**src/rtl/rmlu_pkg.sv**
```systemverilog
`timescale 1ns / 1ps
// ----------------------------------------------------------------------------
// rmlu_pkg: shared types for the reentrant monitor lock unit
// Command, status and micro-op codes, controller states and the
// control/status bundles between controller and datapath.
// ----------------------------------------------------------------------------
package rmlu_pkg;

  // Default sizing
  localparam int MaxWaitersDef = 16;
  localparam int DepthBitsDef  = 16;
  localparam int IdBitsDef     = 8;

  // Fixed port field widths
  localparam int CommandW   = 3;
  localparam int RequesterW = 8;
  localparam int StatusW    = 4;
  localparam int SubjectW   = 8;
  localparam int LevelW     = 16;

  typedef enum logic [CommandW-1:0] {
    CMD_ENTER,
    CMD_TRY_ENTER,
    CMD_EXIT,
    CMD_WAIT,
    CMD_NOTIFY,
    CMD_NOTIFY_ALL,
    CMD_GIVE_UP,
    CMD_RETIRE
  } cmd_t;

  typedef enum logic [StatusW-1:0] {
    ST_ACQUIRED,
    ST_QUEUED,
    ST_BUSY,
    ST_LEVEL_RELEASED,
    ST_RELEASED,
    ST_WAITING,
    ST_MOVED,
    ST_GRANTED,
    ST_CANCELLED,
    ST_NOT_OWNER,
    ST_FINALIZED,
    ST_OVERFLOW,
    ST_QUEUE_FULL,
    ST_REMOVED,
    ST_NO_OP
  } status_t;

  // Datapath micro-ops; all but OP_NONE and OP_RETIRE emit one result item
  typedef enum logic [3:0] {
    OP_NONE,
    OP_NEST,
    OP_CLAIM,
    OP_ENQ,
    OP_DEC,
    OP_RELEASE,
    OP_WAIT,
    OP_MOVE_HEAD,
    OP_GRANT,
    OP_REMOVE,
    OP_WMOVE,
    OP_CANCEL_LQ,
    OP_CANCEL_WL,
    OP_RETIRE,
    OP_REPORT
  } dp_op_t;

  typedef enum logic [2:0] {
    S_IDLE,
    S_EXEC,
    S_GRANT,
    S_NALL,
    S_RET_LQ,
    S_RET_WL,
    S_RET_FIN
  } state_t;

  // Controller -> datapath
  typedef struct packed {
    dp_op_t  op;
    status_t status;      // code for OP_REPORT
    logic    lvl_own;     // OP_REPORT level: own level of requester, else zero
    logic    last;
    logic    clr_retire;  // with OP_RELEASE
    logic    take;        // input ready
  } ctl_cmd_t;

  // Datapath -> controller
  typedef struct packed {
    cmd_t cmd;
    logic in_fire;
    logic out_free;
    logic is_owner;
    logic held;
    logic retired;
    logic depth_max;
    logic depth_gt1;
    logic lq_empty;
    logic lq_full;
    logic wl_empty;
    logic wl_full;
    logic wl_one;
    logic lq_hit;
    logic wl_hit;
  } dp_stat_t;

endpackage

```
**src/rtl/rmlu_in_if.sv**
```systemverilog
`timescale 1ns / 1ps
// ----------------------------------------------------------------------------
// rmlu_in_if: request channel
// Valid/ready channel carrying one lock request item.
// ----------------------------------------------------------------------------
interface rmlu_in_if;
  logic                           valid;
  logic                           ready;
  logic [rmlu_pkg::CommandW-1:0]   command;
  logic [rmlu_pkg::RequesterW-1:0] requester;

  modport source (output valid, output command, output requester, input ready);
  modport sink   (input valid, input command, input requester, output ready);
endinterface

```
**src/rtl/rmlu_out_if.sv**
```systemverilog
`timescale 1ns / 1ps
// ----------------------------------------------------------------------------
// rmlu_out_if: result channel
// Valid/ready channel carrying one lock result item.
// ----------------------------------------------------------------------------
interface rmlu_out_if;
  logic                          valid;
  logic                          ready;
  logic [rmlu_pkg::StatusW-1:0]  status;
  logic [rmlu_pkg::SubjectW-1:0] subject_thread;
  logic [rmlu_pkg::LevelW-1:0]   hold_level;
  logic                          last;

  modport source (output valid, output status, output subject_thread,
                  output hold_level, output last, input ready);
  modport sink   (input valid, input status, input subject_thread,
                  input hold_level, input last, output ready);
endinterface

```
**src/rtl/rmlu_ctrl.sv**
```systemverilog
`timescale 1ns / 1ps
// ----------------------------------------------------------------------------
// rmlu_ctrl: request sequencer
// Decodes the latched request against lock status and issues at most one
// datapath micro-op per step, walking queues for notify-all and retire.
// ----------------------------------------------------------------------------
module rmlu_ctrl (
  input  logic               clk,
  input  logic               rst,
  input  rmlu_pkg::dp_stat_t stat,
  output rmlu_pkg::ctl_cmd_t ctl
);

  rmlu_pkg::state_t state, state_next;

  // State register
  always_ff @(posedge clk) begin
    if (rst) begin
      state <= rmlu_pkg::S_IDLE;
    end else begin
      state <= state_next;
    end
  end

  // Next state
  always_comb begin
    state_next = state;
    case (state)
      rmlu_pkg::S_IDLE: begin
        if (stat.in_fire) state_next = rmlu_pkg::S_EXEC;
      end
      rmlu_pkg::S_EXEC: begin
        if (stat.out_free) begin
          state_next = rmlu_pkg::S_IDLE;
          case (stat.cmd)
            rmlu_pkg::CMD_EXIT: begin
              if (stat.is_owner && !stat.depth_gt1 && !stat.lq_empty)
                state_next = rmlu_pkg::S_GRANT;
            end
            rmlu_pkg::CMD_WAIT: begin
              if (stat.is_owner && !stat.wl_full && !stat.lq_empty)
                state_next = rmlu_pkg::S_GRANT;
            end
            rmlu_pkg::CMD_NOTIFY_ALL: begin
              if (stat.is_owner && !stat.wl_empty) state_next = rmlu_pkg::S_NALL;
            end
            rmlu_pkg::CMD_GIVE_UP: begin
              if (!stat.lq_hit && stat.wl_hit && !stat.lq_full && !stat.held)
                state_next = rmlu_pkg::S_GRANT;
            end
            rmlu_pkg::CMD_RETIRE: begin
              if (!stat.retired && (stat.held || !stat.lq_empty || !stat.wl_empty))
                state_next = rmlu_pkg::S_RET_LQ;
            end
            default: state_next = rmlu_pkg::S_IDLE;
          endcase
        end
      end
      rmlu_pkg::S_GRANT: begin
        if (stat.out_free) state_next = rmlu_pkg::S_IDLE;
      end
      rmlu_pkg::S_NALL: begin
        if (stat.out_free && (stat.lq_full || stat.wl_one)) state_next = rmlu_pkg::S_IDLE;
      end
      rmlu_pkg::S_RET_LQ: begin
        if (stat.out_free && stat.lq_empty) state_next = rmlu_pkg::S_RET_WL;
      end
      rmlu_pkg::S_RET_WL: begin
        if (stat.out_free && stat.wl_empty) state_next = rmlu_pkg::S_RET_FIN;
      end
      rmlu_pkg::S_RET_FIN: begin
        if (stat.out_free) state_next = rmlu_pkg::S_IDLE;
      end
      default: state_next = rmlu_pkg::S_IDLE;
    endcase
  end

  // Micro-op issue; every op waits for a free output slot
  always_comb begin
    ctl            = '0;
    ctl.op         = rmlu_pkg::OP_NONE;
    ctl.status     = rmlu_pkg::ST_NO_OP;
    ctl.lvl_own    = 1'b1;
    ctl.last       = 1'b1;
    ctl.take       = (state == rmlu_pkg::S_IDLE);
    case (state)
      rmlu_pkg::S_EXEC: begin
        if (stat.out_free) begin
          case (stat.cmd)
            rmlu_pkg::CMD_ENTER, rmlu_pkg::CMD_TRY_ENTER: begin
              if (stat.retired) begin
                ctl.op = rmlu_pkg::OP_REPORT; ctl.status = rmlu_pkg::ST_FINALIZED;
              end else if (stat.is_owner) begin
                if (stat.depth_max) begin
                  ctl.op = rmlu_pkg::OP_REPORT; ctl.status = rmlu_pkg::ST_OVERFLOW;
                end else begin
                  ctl.op = rmlu_pkg::OP_NEST;
                end
              end else if (!stat.held && stat.lq_empty) begin
                ctl.op = rmlu_pkg::OP_CLAIM;
              end else if (stat.cmd == rmlu_pkg::CMD_TRY_ENTER) begin
                ctl.op = rmlu_pkg::OP_REPORT; ctl.status = rmlu_pkg::ST_BUSY;
              end else if (stat.lq_full) begin
                ctl.op = rmlu_pkg::OP_REPORT; ctl.status = rmlu_pkg::ST_QUEUE_FULL;
              end else begin
                ctl.op = rmlu_pkg::OP_ENQ;
              end
            end
            rmlu_pkg::CMD_EXIT: begin
              if (!stat.is_owner) begin
                ctl.op = rmlu_pkg::OP_REPORT; ctl.status = rmlu_pkg::ST_NOT_OWNER;
              end else if (stat.depth_gt1) begin
                ctl.op = rmlu_pkg::OP_DEC;
              end else begin
                ctl.op         = rmlu_pkg::OP_RELEASE;
                ctl.last       = stat.lq_empty;
                ctl.clr_retire = stat.retired && stat.lq_empty && stat.wl_empty;
              end
            end
            rmlu_pkg::CMD_WAIT: begin
              if (!stat.is_owner) begin
                ctl.op = rmlu_pkg::OP_REPORT; ctl.status = rmlu_pkg::ST_NOT_OWNER;
              end else if (stat.wl_full) begin
                ctl.op = rmlu_pkg::OP_REPORT; ctl.status = rmlu_pkg::ST_QUEUE_FULL;
              end else begin
                ctl.op   = rmlu_pkg::OP_WAIT;
                ctl.last = stat.lq_empty;
              end
            end
            rmlu_pkg::CMD_NOTIFY, rmlu_pkg::CMD_NOTIFY_ALL: begin
              if (!stat.is_owner) begin
                ctl.op = rmlu_pkg::OP_REPORT; ctl.status = rmlu_pkg::ST_NOT_OWNER;
              end else if (stat.wl_empty) begin
                ctl.op = rmlu_pkg::OP_REPORT; ctl.status = rmlu_pkg::ST_NO_OP;
              end else if (stat.cmd == rmlu_pkg::CMD_NOTIFY) begin
                if (stat.lq_full) begin
                  ctl.op = rmlu_pkg::OP_REPORT; ctl.status = rmlu_pkg::ST_QUEUE_FULL;
                end else begin
                  ctl.op = rmlu_pkg::OP_MOVE_HEAD;
                end
              end
              // notify-all continues in its own walk state
            end
            rmlu_pkg::CMD_GIVE_UP: begin
              if (stat.lq_hit) begin
                ctl.op = rmlu_pkg::OP_REMOVE;
              end else if (stat.wl_hit) begin
                if (stat.lq_full) begin
                  ctl.op = rmlu_pkg::OP_REPORT; ctl.status = rmlu_pkg::ST_QUEUE_FULL;
                  ctl.lvl_own = 1'b0;
                end else begin
                  ctl.op   = rmlu_pkg::OP_WMOVE;
                  ctl.last = stat.held;
                end
              end else begin
                ctl.op = rmlu_pkg::OP_REPORT; ctl.status = rmlu_pkg::ST_NO_OP;
              end
            end
            rmlu_pkg::CMD_RETIRE: begin
              if (stat.retired) begin
                ctl.op = rmlu_pkg::OP_REPORT; ctl.status = rmlu_pkg::ST_NO_OP;
              end else if (stat.held || !stat.lq_empty || !stat.wl_empty) begin
                ctl.op = rmlu_pkg::OP_RETIRE;
              end else begin
                ctl.op = rmlu_pkg::OP_REPORT; ctl.status = rmlu_pkg::ST_FINALIZED;
                ctl.lvl_own = 1'b0;
              end
            end
            default: ctl.op = rmlu_pkg::OP_NONE;
          endcase
        end
      end
      rmlu_pkg::S_GRANT: begin
        if (stat.out_free) ctl.op = rmlu_pkg::OP_GRANT;
      end
      rmlu_pkg::S_NALL: begin
        if (stat.out_free) begin
          if (stat.lq_full) begin
            ctl.op = rmlu_pkg::OP_REPORT; ctl.status = rmlu_pkg::ST_QUEUE_FULL;
          end else begin
            ctl.op   = rmlu_pkg::OP_MOVE_HEAD;
            ctl.last = stat.wl_one;
          end
        end
      end
      rmlu_pkg::S_RET_LQ: begin
        if (stat.out_free && !stat.lq_empty) begin
          ctl.op = rmlu_pkg::OP_CANCEL_LQ; ctl.last = 1'b0;
        end
      end
      rmlu_pkg::S_RET_WL: begin
        if (stat.out_free && !stat.wl_empty) begin
          ctl.op = rmlu_pkg::OP_CANCEL_WL; ctl.last = 1'b0;
        end
      end
      rmlu_pkg::S_RET_FIN: begin
        if (stat.out_free) begin
          ctl.op = rmlu_pkg::OP_REPORT; ctl.status = rmlu_pkg::ST_FINALIZED;
        end
      end
      default: ctl.op = rmlu_pkg::OP_NONE;
    endcase
  end

  // A hand-off only starts with the lock free and someone queued
  a_grant_ready: assert property (@(posedge clk) disable iff (rst)
    (state == rmlu_pkg::S_GRANT) |-> (!stat.held && !stat.lq_empty))
    else $error("grant step without a free lock and a queued thread");

endmodule

```
**src/rtl/rmlu_dp.sv**
```systemverilog
`timescale 1ns / 1ps
// ----------------------------------------------------------------------------
// rmlu_dp: lock state, queues and result register
// Holds owner, depth, retired flag and two shift queues; executes one
// micro-op per cycle while the output slot is free and loads the result register.
// ----------------------------------------------------------------------------
module rmlu_dp #(
  parameter int MaxWaiters = rmlu_pkg::MaxWaitersDef,
  parameter int DepthBits  = rmlu_pkg::DepthBitsDef,
  parameter int IdBits     = rmlu_pkg::IdBitsDef
) (
  input  logic               clk,
  input  logic               rst,
  rmlu_in_if.sink            in_ch,
  rmlu_out_if.source         out_ch,
  input  rmlu_pkg::ctl_cmd_t ctl,
  output rmlu_pkg::dp_stat_t stat
);

  localparam int CntW = $clog2(MaxWaiters + 1);
  localparam int IdxW = $clog2(MaxWaiters);

  // Latched request
  rmlu_pkg::cmd_t    cmd_q;
  logic [IdBits-1:0] req_q;

  // Lock state
  logic [IdBits-1:0]    owner_thread;
  logic                 owner_held;
  logic [DepthBits-1:0] hold_depth;
  logic                 retired_flag;

  // Queues: entry 0 is the head, shifting toward it on removal
  logic [IdBits-1:0]    lq_thr [MaxWaiters];
  logic [DepthBits-1:0] lq_dep [MaxWaiters];
  logic [CntW-1:0]      lq_count;
  logic [IdBits-1:0]    wl_thr [MaxWaiters];
  logic [DepthBits-1:0] wl_dep [MaxWaiters];
  logic [CntW-1:0]      wl_count;

  // Result register
  logic                          out_valid;
  rmlu_pkg::status_t             out_status;
  logic [rmlu_pkg::SubjectW-1:0] out_subject;
  logic [rmlu_pkg::LevelW-1:0]   out_level;
  logic                          out_last;

  logic                       in_fire, out_free, is_owner;
  logic [IdBits+rmlu_pkg::RequesterW-1:0] req_wide;
  logic [DepthBits-1:0]       own_lvl;
  logic [MaxWaiters-1:0]      lq_hitv, wl_hitv;
  logic [IdxW-1:0]            lq_idx, wl_idx;

  logic                 lq_rm, lq_push, wl_rm, wl_push;
  logic [IdxW-1:0]      lq_rm_idx, wl_rm_idx;
  logic [IdBits-1:0]    lq_push_thr, wl_push_thr;
  logic [DepthBits-1:0] lq_push_dep, wl_push_dep;

  logic                 e_valid;
  rmlu_pkg::status_t    e_status;
  logic [IdBits-1:0]    e_thr;
  logic [DepthBits-1:0] e_lvl;
  logic [IdBits+rmlu_pkg::SubjectW-1:0]  e_thr_wide;
  logic [DepthBits+rmlu_pkg::LevelW-1:0] e_lvl_wide;

  // Handshakes
  assign in_fire      = in_ch.valid && ctl.take;
  assign in_ch.ready  = ctl.take;
  assign out_free     = !out_valid || out_ch.ready;
  assign req_wide     = {{IdBits{1'b0}}, in_ch.requester};

  assign is_owner = owner_held && (owner_thread == req_q);
  assign own_lvl  = is_owner ? hold_depth : '0;

  // First matching queue entry for give-up
  always_comb begin
    lq_idx = '0;
    wl_idx = '0;
    for (int k = 0; k < MaxWaiters; k++) begin
      lq_hitv[k] = (CntW'(k) < lq_count) && (lq_thr[k] == req_q);
      wl_hitv[k] = (CntW'(k) < wl_count) && (wl_thr[k] == req_q);
    end
    for (int k = MaxWaiters - 1; k >= 0; k--) begin
      if (lq_hitv[k]) lq_idx = IdxW'(k);
      if (wl_hitv[k]) wl_idx = IdxW'(k);
    end
  end

  // Status toward the controller
  always_comb begin
    stat           = '0;
    stat.cmd       = cmd_q;
    stat.in_fire   = in_fire;
    stat.out_free  = out_free;
    stat.is_owner  = is_owner;
    stat.held      = owner_held;
    stat.retired   = retired_flag;
    stat.depth_max = (hold_depth == {DepthBits{1'b1}});
    stat.depth_gt1 = (hold_depth > DepthBits'(1));
    stat.lq_empty  = (lq_count == '0);
    stat.lq_full   = (lq_count == CntW'(MaxWaiters));
    stat.wl_empty  = (wl_count == '0);
    stat.wl_full   = (wl_count == CntW'(MaxWaiters));
    stat.wl_one    = (wl_count == CntW'(1));
    stat.lq_hit    = |lq_hitv;
    stat.wl_hit    = |wl_hitv;
  end

  // Queue moves and the emitted result per micro-op
  always_comb begin
    lq_rm = 1'b0; lq_rm_idx = '0; lq_push = 1'b0;
    lq_push_thr = req_q; lq_push_dep = DepthBits'(1);
    wl_rm = 1'b0; wl_rm_idx = '0; wl_push = 1'b0;
    wl_push_thr = req_q; wl_push_dep = hold_depth;
    e_valid  = 1'b1;
    e_status = rmlu_pkg::ST_NO_OP;
    e_thr    = req_q;
    e_lvl    = '0;
    case (ctl.op)
      rmlu_pkg::OP_NEST: begin
        e_status = rmlu_pkg::ST_ACQUIRED; e_lvl = hold_depth + DepthBits'(1);
      end
      rmlu_pkg::OP_CLAIM: begin
        e_status = rmlu_pkg::ST_ACQUIRED; e_lvl = DepthBits'(1);
      end
      rmlu_pkg::OP_ENQ: begin
        lq_push = 1'b1; e_status = rmlu_pkg::ST_QUEUED;
      end
      rmlu_pkg::OP_DEC: begin
        e_status = rmlu_pkg::ST_LEVEL_RELEASED; e_lvl = hold_depth - DepthBits'(1);
      end
      rmlu_pkg::OP_RELEASE: e_status = rmlu_pkg::ST_RELEASED;
      rmlu_pkg::OP_WAIT: begin
        wl_push = 1'b1; e_status = rmlu_pkg::ST_WAITING;
      end
      rmlu_pkg::OP_MOVE_HEAD: begin
        wl_rm = 1'b1; lq_push = 1'b1;
        lq_push_thr = wl_thr[0]; lq_push_dep = wl_dep[0];
        e_status = rmlu_pkg::ST_MOVED; e_thr = wl_thr[0];
      end
      rmlu_pkg::OP_GRANT: begin
        lq_rm = 1'b1;
        e_status = rmlu_pkg::ST_GRANTED; e_thr = lq_thr[0]; e_lvl = lq_dep[0];
      end
      rmlu_pkg::OP_REMOVE: begin
        lq_rm = 1'b1; lq_rm_idx = lq_idx; e_status = rmlu_pkg::ST_REMOVED;
      end
      rmlu_pkg::OP_WMOVE: begin
        wl_rm = 1'b1; wl_rm_idx = wl_idx; lq_push = 1'b1;
        lq_push_dep = wl_dep[wl_idx];
        e_status = rmlu_pkg::ST_MOVED;
      end
      rmlu_pkg::OP_CANCEL_LQ: begin
        lq_rm = 1'b1; e_status = rmlu_pkg::ST_CANCELLED; e_thr = lq_thr[0];
      end
      rmlu_pkg::OP_CANCEL_WL: begin
        wl_rm = 1'b1; e_status = rmlu_pkg::ST_CANCELLED; e_thr = wl_thr[0];
      end
      rmlu_pkg::OP_REPORT: begin
        e_status = ctl.status; e_lvl = ctl.lvl_own ? own_lvl : '0;
      end
      default: e_valid = 1'b0;
    endcase
  end

  assign e_thr_wide = {{rmlu_pkg::SubjectW{1'b0}}, e_thr};
  assign e_lvl_wide = {{rmlu_pkg::LevelW{1'b0}}, e_lvl};

  // Request latch
  always_ff @(posedge clk) begin
    if (in_fire) begin
      cmd_q <= rmlu_pkg::cmd_t'(in_ch.command);
      req_q <= req_wide[IdBits-1:0];
    end
  end

  // Owner, depth and retired flag
  always_ff @(posedge clk) begin
    if (rst) begin
      owner_thread <= '0;
      owner_held   <= 1'b0;
      hold_depth   <= '0;
      retired_flag <= 1'b0;
    end else begin
      case (ctl.op)
        rmlu_pkg::OP_NEST: hold_depth <= hold_depth + DepthBits'(1);
        rmlu_pkg::OP_DEC:  hold_depth <= hold_depth - DepthBits'(1);
        rmlu_pkg::OP_CLAIM: begin
          owner_thread <= req_q; owner_held <= 1'b1; hold_depth <= DepthBits'(1);
        end
        rmlu_pkg::OP_RELEASE: begin
          owner_held <= 1'b0; hold_depth <= '0;
          if (ctl.clr_retire) retired_flag <= 1'b0;
        end
        rmlu_pkg::OP_WAIT: begin
          owner_held <= 1'b0; hold_depth <= '0;
        end
        rmlu_pkg::OP_GRANT: begin
          owner_thread <= lq_thr[0]; hold_depth <= lq_dep[0]; owner_held <= 1'b1;
        end
        rmlu_pkg::OP_RETIRE: retired_flag <= 1'b1;
        default: ;
      endcase
    end
  end

  // Queue counts
  always_ff @(posedge clk) begin
    if (rst) begin
      lq_count <= '0;
      wl_count <= '0;
    end else begin
      lq_count <= lq_count + CntW'(lq_push) - CntW'(lq_rm);
      wl_count <= wl_count + CntW'(wl_push) - CntW'(wl_rm);
    end
  end

  // Queue entries: shift toward head on removal, write at tail on push
  always_ff @(posedge clk) begin
    for (int k = 0; k < MaxWaiters - 1; k++) begin
      if (lq_rm && (IdxW'(k) >= lq_rm_idx)) begin
        lq_thr[k] <= lq_thr[k+1];
        lq_dep[k] <= lq_dep[k+1];
      end
      if (wl_rm && (IdxW'(k) >= wl_rm_idx)) begin
        wl_thr[k] <= wl_thr[k+1];
        wl_dep[k] <= wl_dep[k+1];
      end
    end
    for (int k = 0; k < MaxWaiters; k++) begin
      if (lq_push && (lq_count[IdxW-1:0] == IdxW'(k))) begin
        lq_thr[k] <= lq_push_thr;
        lq_dep[k] <= lq_push_dep;
      end
      if (wl_push && (wl_count[IdxW-1:0] == IdxW'(k))) begin
        wl_thr[k] <= wl_push_thr;
        wl_dep[k] <= wl_push_dep;
      end
    end
  end

  // Result register
  always_ff @(posedge clk) begin
    if (rst) begin
      out_valid <= 1'b0;
    end else if (e_valid) begin
      out_valid <= 1'b1;
    end else if (out_ch.ready) begin
      out_valid <= 1'b0;
    end
  end

  always_ff @(posedge clk) begin
    if (e_valid) begin
      out_status  <= e_status;
      out_subject <= e_thr_wide[rmlu_pkg::SubjectW-1:0];
      out_level   <= e_lvl_wide[rmlu_pkg::LevelW-1:0];
      out_last    <= ctl.last;
    end
  end

  assign out_ch.valid          = out_valid;
  assign out_ch.status         = out_status;
  assign out_ch.subject_thread = out_subject;
  assign out_ch.hold_level     = out_level;
  assign out_ch.last           = out_last;

  a_count_range: assert property (@(posedge clk) disable iff (rst)
    (lq_count <= CntW'(MaxWaiters)) && (wl_count <= CntW'(MaxWaiters)))
    else $error("queue count beyond capacity");

  a_held_depth: assert property (@(posedge clk) disable iff (rst)
    owner_held |-> (hold_depth != '0))
    else $error("lock held at depth zero");

  a_free_depth: assert property (@(posedge clk) disable iff (rst)
    !owner_held |-> (hold_depth == '0))
    else $error("free lock with nonzero depth");

endmodule

```
**src/rtl/reentrant_monitor_lock_unit.sv**
```systemverilog
`timescale 1ns / 1ps
// ----------------------------------------------------------------------------
// reentrant_monitor_lock_unit: reentrant monitor lock with FIFO queues
// Top level joining the request sequencer and the lock datapath.
// ----------------------------------------------------------------------------
// One request is taken at a time; input ready is high only while the unit is
// idle. A taken request emits its result items one step at a time: a release,
// wait or give-up that hands the lock on adds a granted item; notify-all emits
// one moved item per waiter moved, ending with a queue-full item when the
// acquisition queue fills first; retire on a busy lock emits one cancelled
// item per queue entry, with one step to finish each queue walk, then a
// finalized item. Each step waits while the result register is full. Queues
// are undefined after reset but only entries below their counts are ever
// read, so no clearing pass.
module reentrant_monitor_lock_unit #(
  parameter int MAX_WAITERS = rmlu_pkg::MaxWaitersDef,
  parameter int DEPTH_BITS  = rmlu_pkg::DepthBitsDef,
  parameter int ID_BITS     = rmlu_pkg::IdBitsDef
) (
  input  logic       clk,
  input  logic       rst,
  rmlu_in_if.sink    in_ch,
  rmlu_out_if.source out_ch
);

  rmlu_pkg::ctl_cmd_t ctl;
  rmlu_pkg::dp_stat_t stat;

  rmlu_ctrl u_ctrl (
    .clk  (clk),
    .rst  (rst),
    .stat (stat),
    .ctl  (ctl)
  );

  rmlu_dp #(
    .MaxWaiters (MAX_WAITERS),
    .DepthBits  (DEPTH_BITS),
    .IdBits     (ID_BITS)
  ) u_dp (
    .clk    (clk),
    .rst    (rst),
    .in_ch  (in_ch),
    .out_ch (out_ch),
    .ctl    (ctl),
    .stat   (stat)
  );

endmodule
```
**src/flat_wrapper.sv**
```systemverilog
// flat-port wrapper written by rule: the top's interface ports become plain ports
module reentrant_monitor_lock_unit_flat 
#(
  parameter int MAX_WAITERS = rmlu_pkg::MaxWaitersDef,
  parameter int DEPTH_BITS  = rmlu_pkg::DepthBitsDef,
  parameter int ID_BITS     = rmlu_pkg::IdBitsDef
)
  (clk, rst, in_ch_valid, in_ch_command, in_ch_requester, in_ch_ready, out_ch_valid, out_ch_status, out_ch_subject_thread, out_ch_hold_level, out_ch_last, out_ch_ready);
  rmlu_in_if in_ch_i ();
  rmlu_out_if out_ch_i ();
  input  logic clk;
  input  logic rst;
  input wire logic [$bits(in_ch_i.valid)-1:0] in_ch_valid;
  input wire logic [$bits(in_ch_i.command)-1:0] in_ch_command;
  input wire logic [$bits(in_ch_i.requester)-1:0] in_ch_requester;
  output wire logic [$bits(in_ch_i.ready)-1:0] in_ch_ready;
  output wire logic [$bits(out_ch_i.valid)-1:0] out_ch_valid;
  output wire logic [$bits(out_ch_i.status)-1:0] out_ch_status;
  output wire logic [$bits(out_ch_i.subject_thread)-1:0] out_ch_subject_thread;
  output wire logic [$bits(out_ch_i.hold_level)-1:0] out_ch_hold_level;
  output wire logic [$bits(out_ch_i.last)-1:0] out_ch_last;
  input wire logic [$bits(out_ch_i.ready)-1:0] out_ch_ready;
  assign in_ch_i.valid = in_ch_valid;
  assign in_ch_i.command = in_ch_command;
  assign in_ch_i.requester = in_ch_requester;
  assign in_ch_ready = in_ch_i.ready;
  assign out_ch_valid = out_ch_i.valid;
  assign out_ch_status = out_ch_i.status;
  assign out_ch_subject_thread = out_ch_i.subject_thread;
  assign out_ch_hold_level = out_ch_i.hold_level;
  assign out_ch_last = out_ch_i.last;
  assign out_ch_i.ready = out_ch_ready;
  reentrant_monitor_lock_unit #(.MAX_WAITERS(MAX_WAITERS), .DEPTH_BITS(DEPTH_BITS), .ID_BITS(ID_BITS)) u_core (.clk(clk), .rst(rst), .in_ch(in_ch_i), .out_ch(out_ch_i));
endmodule
```
**config.mk**
```make
export PLATFORM = sky130hd
export DESIGN_NAME = reentrant_monitor_lock_unit_flat
export DESIGN_NICKNAME = d
export VERILOG_FILES = /design/src/rtl/rmlu_pkg.sv /design/src/rtl/rmlu_in_if.sv /design/src/rtl/rmlu_out_if.sv /design/src/rtl/rmlu_ctrl.sv /design/src/rtl/rmlu_dp.sv /design/src/rtl/reentrant_monitor_lock_unit.sv /design/src/flat_wrapper.sv
export SDC_FILE = /design/constraint.sdc
export NUM_CORES = 2
export LEC_CHECK = 0
export ABC_AREA = 1
export BUFFER_PORTS_ARGS = -buffer_cell sky130_fd_sc_hd__buf_2
export CAP_MARGIN = 20
export CORE_AREA = 8 8 296 298
export CTS_CLUSTER_DIAMETER = 60
export DETAILED_ROUTE_END_ITERATION = 12
export DIE_AREA = 0 0 304 306
export HOLD_SLACK_MARGIN = 0.02
export PLACE_DENSITY = 0.74
export SYNTH_ARGS = -nofsm -noshare
export SYNTH_HDL_FRONTEND = slang
export SYNTH_SLANG_ARGS = --single-unit
export TNS_END_PERCENT = 1
```
**constraint.sdc**
```tcl
create_clock -name clk -period 8.7 [get_ports clk]
set_clock_uncertainty 0.2 [all_clocks]
set_input_delay 1.305 -clock clk [delete_from_list [all_inputs] [get_ports clk]]
set_output_delay 1.305 -clock clk [all_outputs]
set_load 0.005 [all_outputs]
```
==> results by group <==
Outcome
  • Status: finished clean

Global route
  • Gr usage total: 0.2835
  • GRT overflow: 0
  • Initial antenna violation count: 3
  • Vias in the first global route: 34.41k
  • Maximum number of pins on one net before global-route repair: 92
  • First-pass GRT wire length: 206800 um

Setup path
  • Worst r2r src: u_core.u_dp.req_q[5]$_DFFE_PP_
  • Worst R2R Setup Slack: 1960 ps
  • Kind of critical path: register to register
  • Required time of the worst setup path: 8890 ps
  • Most frequent cell on the critical path: nand2_1
  • Startpoint Class: register
  • Crit path largest cell delay: 680 ps
  • Crit path DAT: 6930 ps
  • Reg2reg end: u_core.u_dp.lq_dep[0][18]$_DFFE_PP_
  • R2r worst-path depth: 28
  • Slowest CP cell: nand2_4
  • Crit-path max FO: 71
  • Crit. End Element: register

Clocking
  • CTS Root Cell: clkbuf_16
  • # Post-CTS Setup Buffers: 0
  • Clk slew on worst S/H paths: 60 ps
  • CTS Sinks: 848
  • CTS resizes: 0
  • CTS tree: built
  • Hold_buf cts: 0
  • Worst-Skew Late Latency: 660 ps
  • CTS Buffer Depth: 3
  • H-tree depth: 3
  • Total CTS buffers: 89

Placed design
  • Placer Congestion: 0.9417
  • Port-buffer cells: 45
  • Dpl hpwl: 90120 um
  • Total placed instance area: 0.04562 mm2

Routing
  • Vias/cell: 6.071
  • WL/cell: 22.54 um
  • DRT antenna net count: 0
  • DRC: 0
  • DRT Pass-1 Iters: 6
  • Vias: 36.89k
  • Final WL: 137000 um
  • First DRT Iteration DRCs: 4883

Pwr
  • Sw frac: 0.3378
  • Static Leak: 19.85 nW
  • Worst vdd ir: 0.1898 mV
  • Logic pwr share: 0.248
  • Clock power share: 0.297
  • Power per cell area: 267.6 mW/mm2
  • Psw: 4.388 mW
  • Total power: 12.99 mW
  • Int Pwr: 8.603 mW
  • Sequential share of power: 0.456

Min path
  • Hold WC Path Type: register to register
  • Min-Delay Path Depth: 2
  • Hold_sp: u_core.u_dp.owner_thread[2]$_SDFFE_PP0P_
  • Hold endpoint: u_core.u_dp.owner_thread[2]$_SDFFE_PP0P_

Finish
  • Ant diodes: 0
  • Finished layout cell area: 0.04854 mm2
  • Most frequent cells in the layout: nand2_1, edfxtp_1, nand3_1
  • Share of layout cells above drive strength 1: 0.08387
  • FF+latch area: 0.02506 mm2
  • Layout Nets: 4970
  • Post-layout util: 0.5856
  • Fill cells: 7056
  • P&R area growth vs syn: 7.632%
  • Area taken by multi-input logic gates: 0.01711 mm2
  • Commonest non-fill, non-tap cell in the layout: nand2_1

Yosys
  • Mean post-synth cell area: 8.927 um2
  • Post-synthesis sequential area ratio: 0.5558
  • Cell Area, Synth: 0.04510 mm2
  • Mapped Cells: 5052
  • Netlist cell types: 71
  • Syn_nets: 5100
  • Number of synthesized flops with an enable pin: 808
  • Async set-reset flop share out of synthesis: 0
  • Post-synth top flop: edfxtp_1
  • #FFs+latches synth: 848
  • Synth warn: 0

Floorplan
  • Core Footprint: 0.08289 mm2
  • Rows: 106
  • I/O pins: 46
  • Die Y: 306 um
  • Width of the die: 304 um
  • Die area: 0.09302 mm2
  • Initial Util: 0.5441

Flow run
  • Number of max-cap violations: 0

STA
  • Final Max Tran Viols: 0
  • Final hold violations: 0
  • Highest clock rate: 148.3 MHz
  • Count of final setup violators: 0
  • RSZ-0062 raised after global routing: false
  • Worst slew pin tran: 1126 ps
  • Total negative slack: 0 ps
  • Min Clock Period, post-route: 6742 ps
  • Tcrit/Tclk final: 0.7749
  • Relative slew slack: 0.2463
worst max path at each step:
| stage | from | endpoint | slack [ps] |
|---|---|---|---|
| 2_1_floorplan | out_ch_ready | u_core.u_dp.wl_dep[12][0]$_DFFE_PP_ | 2010 |
| 3_3_place_gp | u_core.u_dp.req_q[5]$_DFFE_PP_ | u_core.u_dp.lq_dep[1][23]$_DFFE_PP_ | 2210 |
| 3_5_place_dp | u_core.u_dp.req_q[1]$_DFFE_PP_ | u_core.u_dp.wl_thr[1][48]$_DFFE_PP_ | 2200 |
| 4_1_cts | u_core.u_dp.req_q[1]$_DFFE_PP_ | u_core.u_dp.wl_thr[1][55]$_DFFE_PP_ | 2150 |
| 5_1_grt | u_core.u_dp.req_q[1]$_DFFE_PP_ | u_core.u_dp.wl_thr[1][49]$_DFFE_PP_ | 1440 |
| 6_report | u_core.u_dp.req_q[5]$_DFFE_PP_ | u_core.u_dp.lq_dep[0][18]$_DFFE_PP_ | 1960 |
registers in the layout, indices dropped and copies added, names as in the netlist, 3 cells and up:
name                               cells
u_core.u_dp.owner_thread               8
u_core.u_dp.out_ch.hold_level         16
u_core.u_dp.lq_dep                   256
u_core.u_dp.lq_count                   5
u_core.u_dp.req_q                      8
u_core.u_dp.wl_thr                   128
u_core.u_ctrl.state                    3
u_core.u_dp.hold_depth                16
u_core.u_dp.lq_thr                   128
u_core.u_dp.out_ch.subject_thread      8
u_core.u_dp.out_ch.status              4
u_core.u_dp.cmd_q                      3
u_core.u_dp.wl_dep                   256
u_core.u_dp.wl_count                   5
per-stage QoR:
stage / cells / hold slack (ps) / setup slack (ps)
2_1_floorplan: 5052 / 202.9 / 2010
5_1_grt: 6076 / 303.9 / 1444
3_3_place_gp: 5907 / 267.7 / 2207
3_5_place_dp: 5910 / 271.4 / 2197
6_report: 6076 / 283.1 / 1958
4_1_cts: 6075 / 279.9 / 2145
cell usage after synthesis, drive strengths merged, types with 4 or more instances:
| library cell | n | area (um2) |
|---|---|---|
| nand3b | 35 | 275.3 |
| edfxtp | 808 | 24260 |
| buf | 188 | 1187 |
| nand3 | 479 | 2495 |
| nor3 | 51 | 270.3 |
| o211ai | 10 | 80.07 |
| a21oi | 85 | 432.9 |
| o22ai | 15 | 93.84 |
| inv | 361 | 1360 |
| nor2 | 231 | 967.2 |
| a221oi | 6 | 58.80 |
| a41oi | 5 | 43.79 |
| a31oi | 8 | 50.05 |
| ha | 31 | 387.9 |
| nand4 | 62 | 394.1 |
| nor4 | 33 | 231.5 |
| o2111ai | 11 | 96.34 |
| xor2 | 59 | 516.8 |
| clkbuf | 141 | 530.5 |
| clkinv | 4 | 15.01 |
| or2 | 39 | 244.0 |
| nand2 | 1655 | 6345 |
| dfxtp | 40 | 800.8 |
| o21ai | 588 | 3044 |
| xnor2 | 59 | 516.8 |
| or3 | 6 | 37.54 |
| o221ai | 10 | 87.58 |
routing by layer:
| layer | part of all wire | GRT usage | vias up | routed length [um] |
|---|---|---|---|---|
| met5 | 0 | 0 | - | 0 |
| met4 | 0.048 | 0.1210 | 0 | 6599 |
| met3 | 0.11 | 0.06238 | 404 | 15400 |
| met2 | 0.45 | 0.4461 | 2252 | 61460 |
| met1 | 0.39 | 0.3797 | 17390 | 53500 |
| li1 | - | - | 16840 | - |
critical path: cells and delay by family, from the launching register on:
kind / cells / cell delay (ps)
simple gates: 24 / 4020
buf+inv: 4 / 1730
flops: 1 / 370
kinds of logic after synthesis:
family                   Yosys count  share of synthesized area
AO/OA/AOI/OAI                    761                    0.09253
XOR/XNOR                         118                    0.02292
adder cells (fa/ha/maj)           33                   0.009488
buffers and inverters            694                    0.06858
flip-flops                       848                     0.5558
AND/OR/NAND/NOR                 2598                     0.2507
area by class of cell:
type                            count  area share
Clock buffer                      109     0.04828
Sequential cell                   848      0.5164
Inverter                          365     0.02833
Clock inverter                     56     0.01155
Timing Repair Buffer              108     0.01526
Multi-Input combinational cell   3510      0.3524
Tap cell                         1080     0.02784
power groups by stage:
stage                     clock network [mW]  logic [mW]  registers [mW]
after floorplan                            0        2.20            5.83
after global placement                     0        3.08            5.97
after detailed placement                   0        3.14            5.98
after CTS                               3.86        3.16            5.90
after global routing                    4.01        3.52            5.97
final                                   3.86        3.22            5.92
Note: power is estimated with default switching activity, not from simulation.
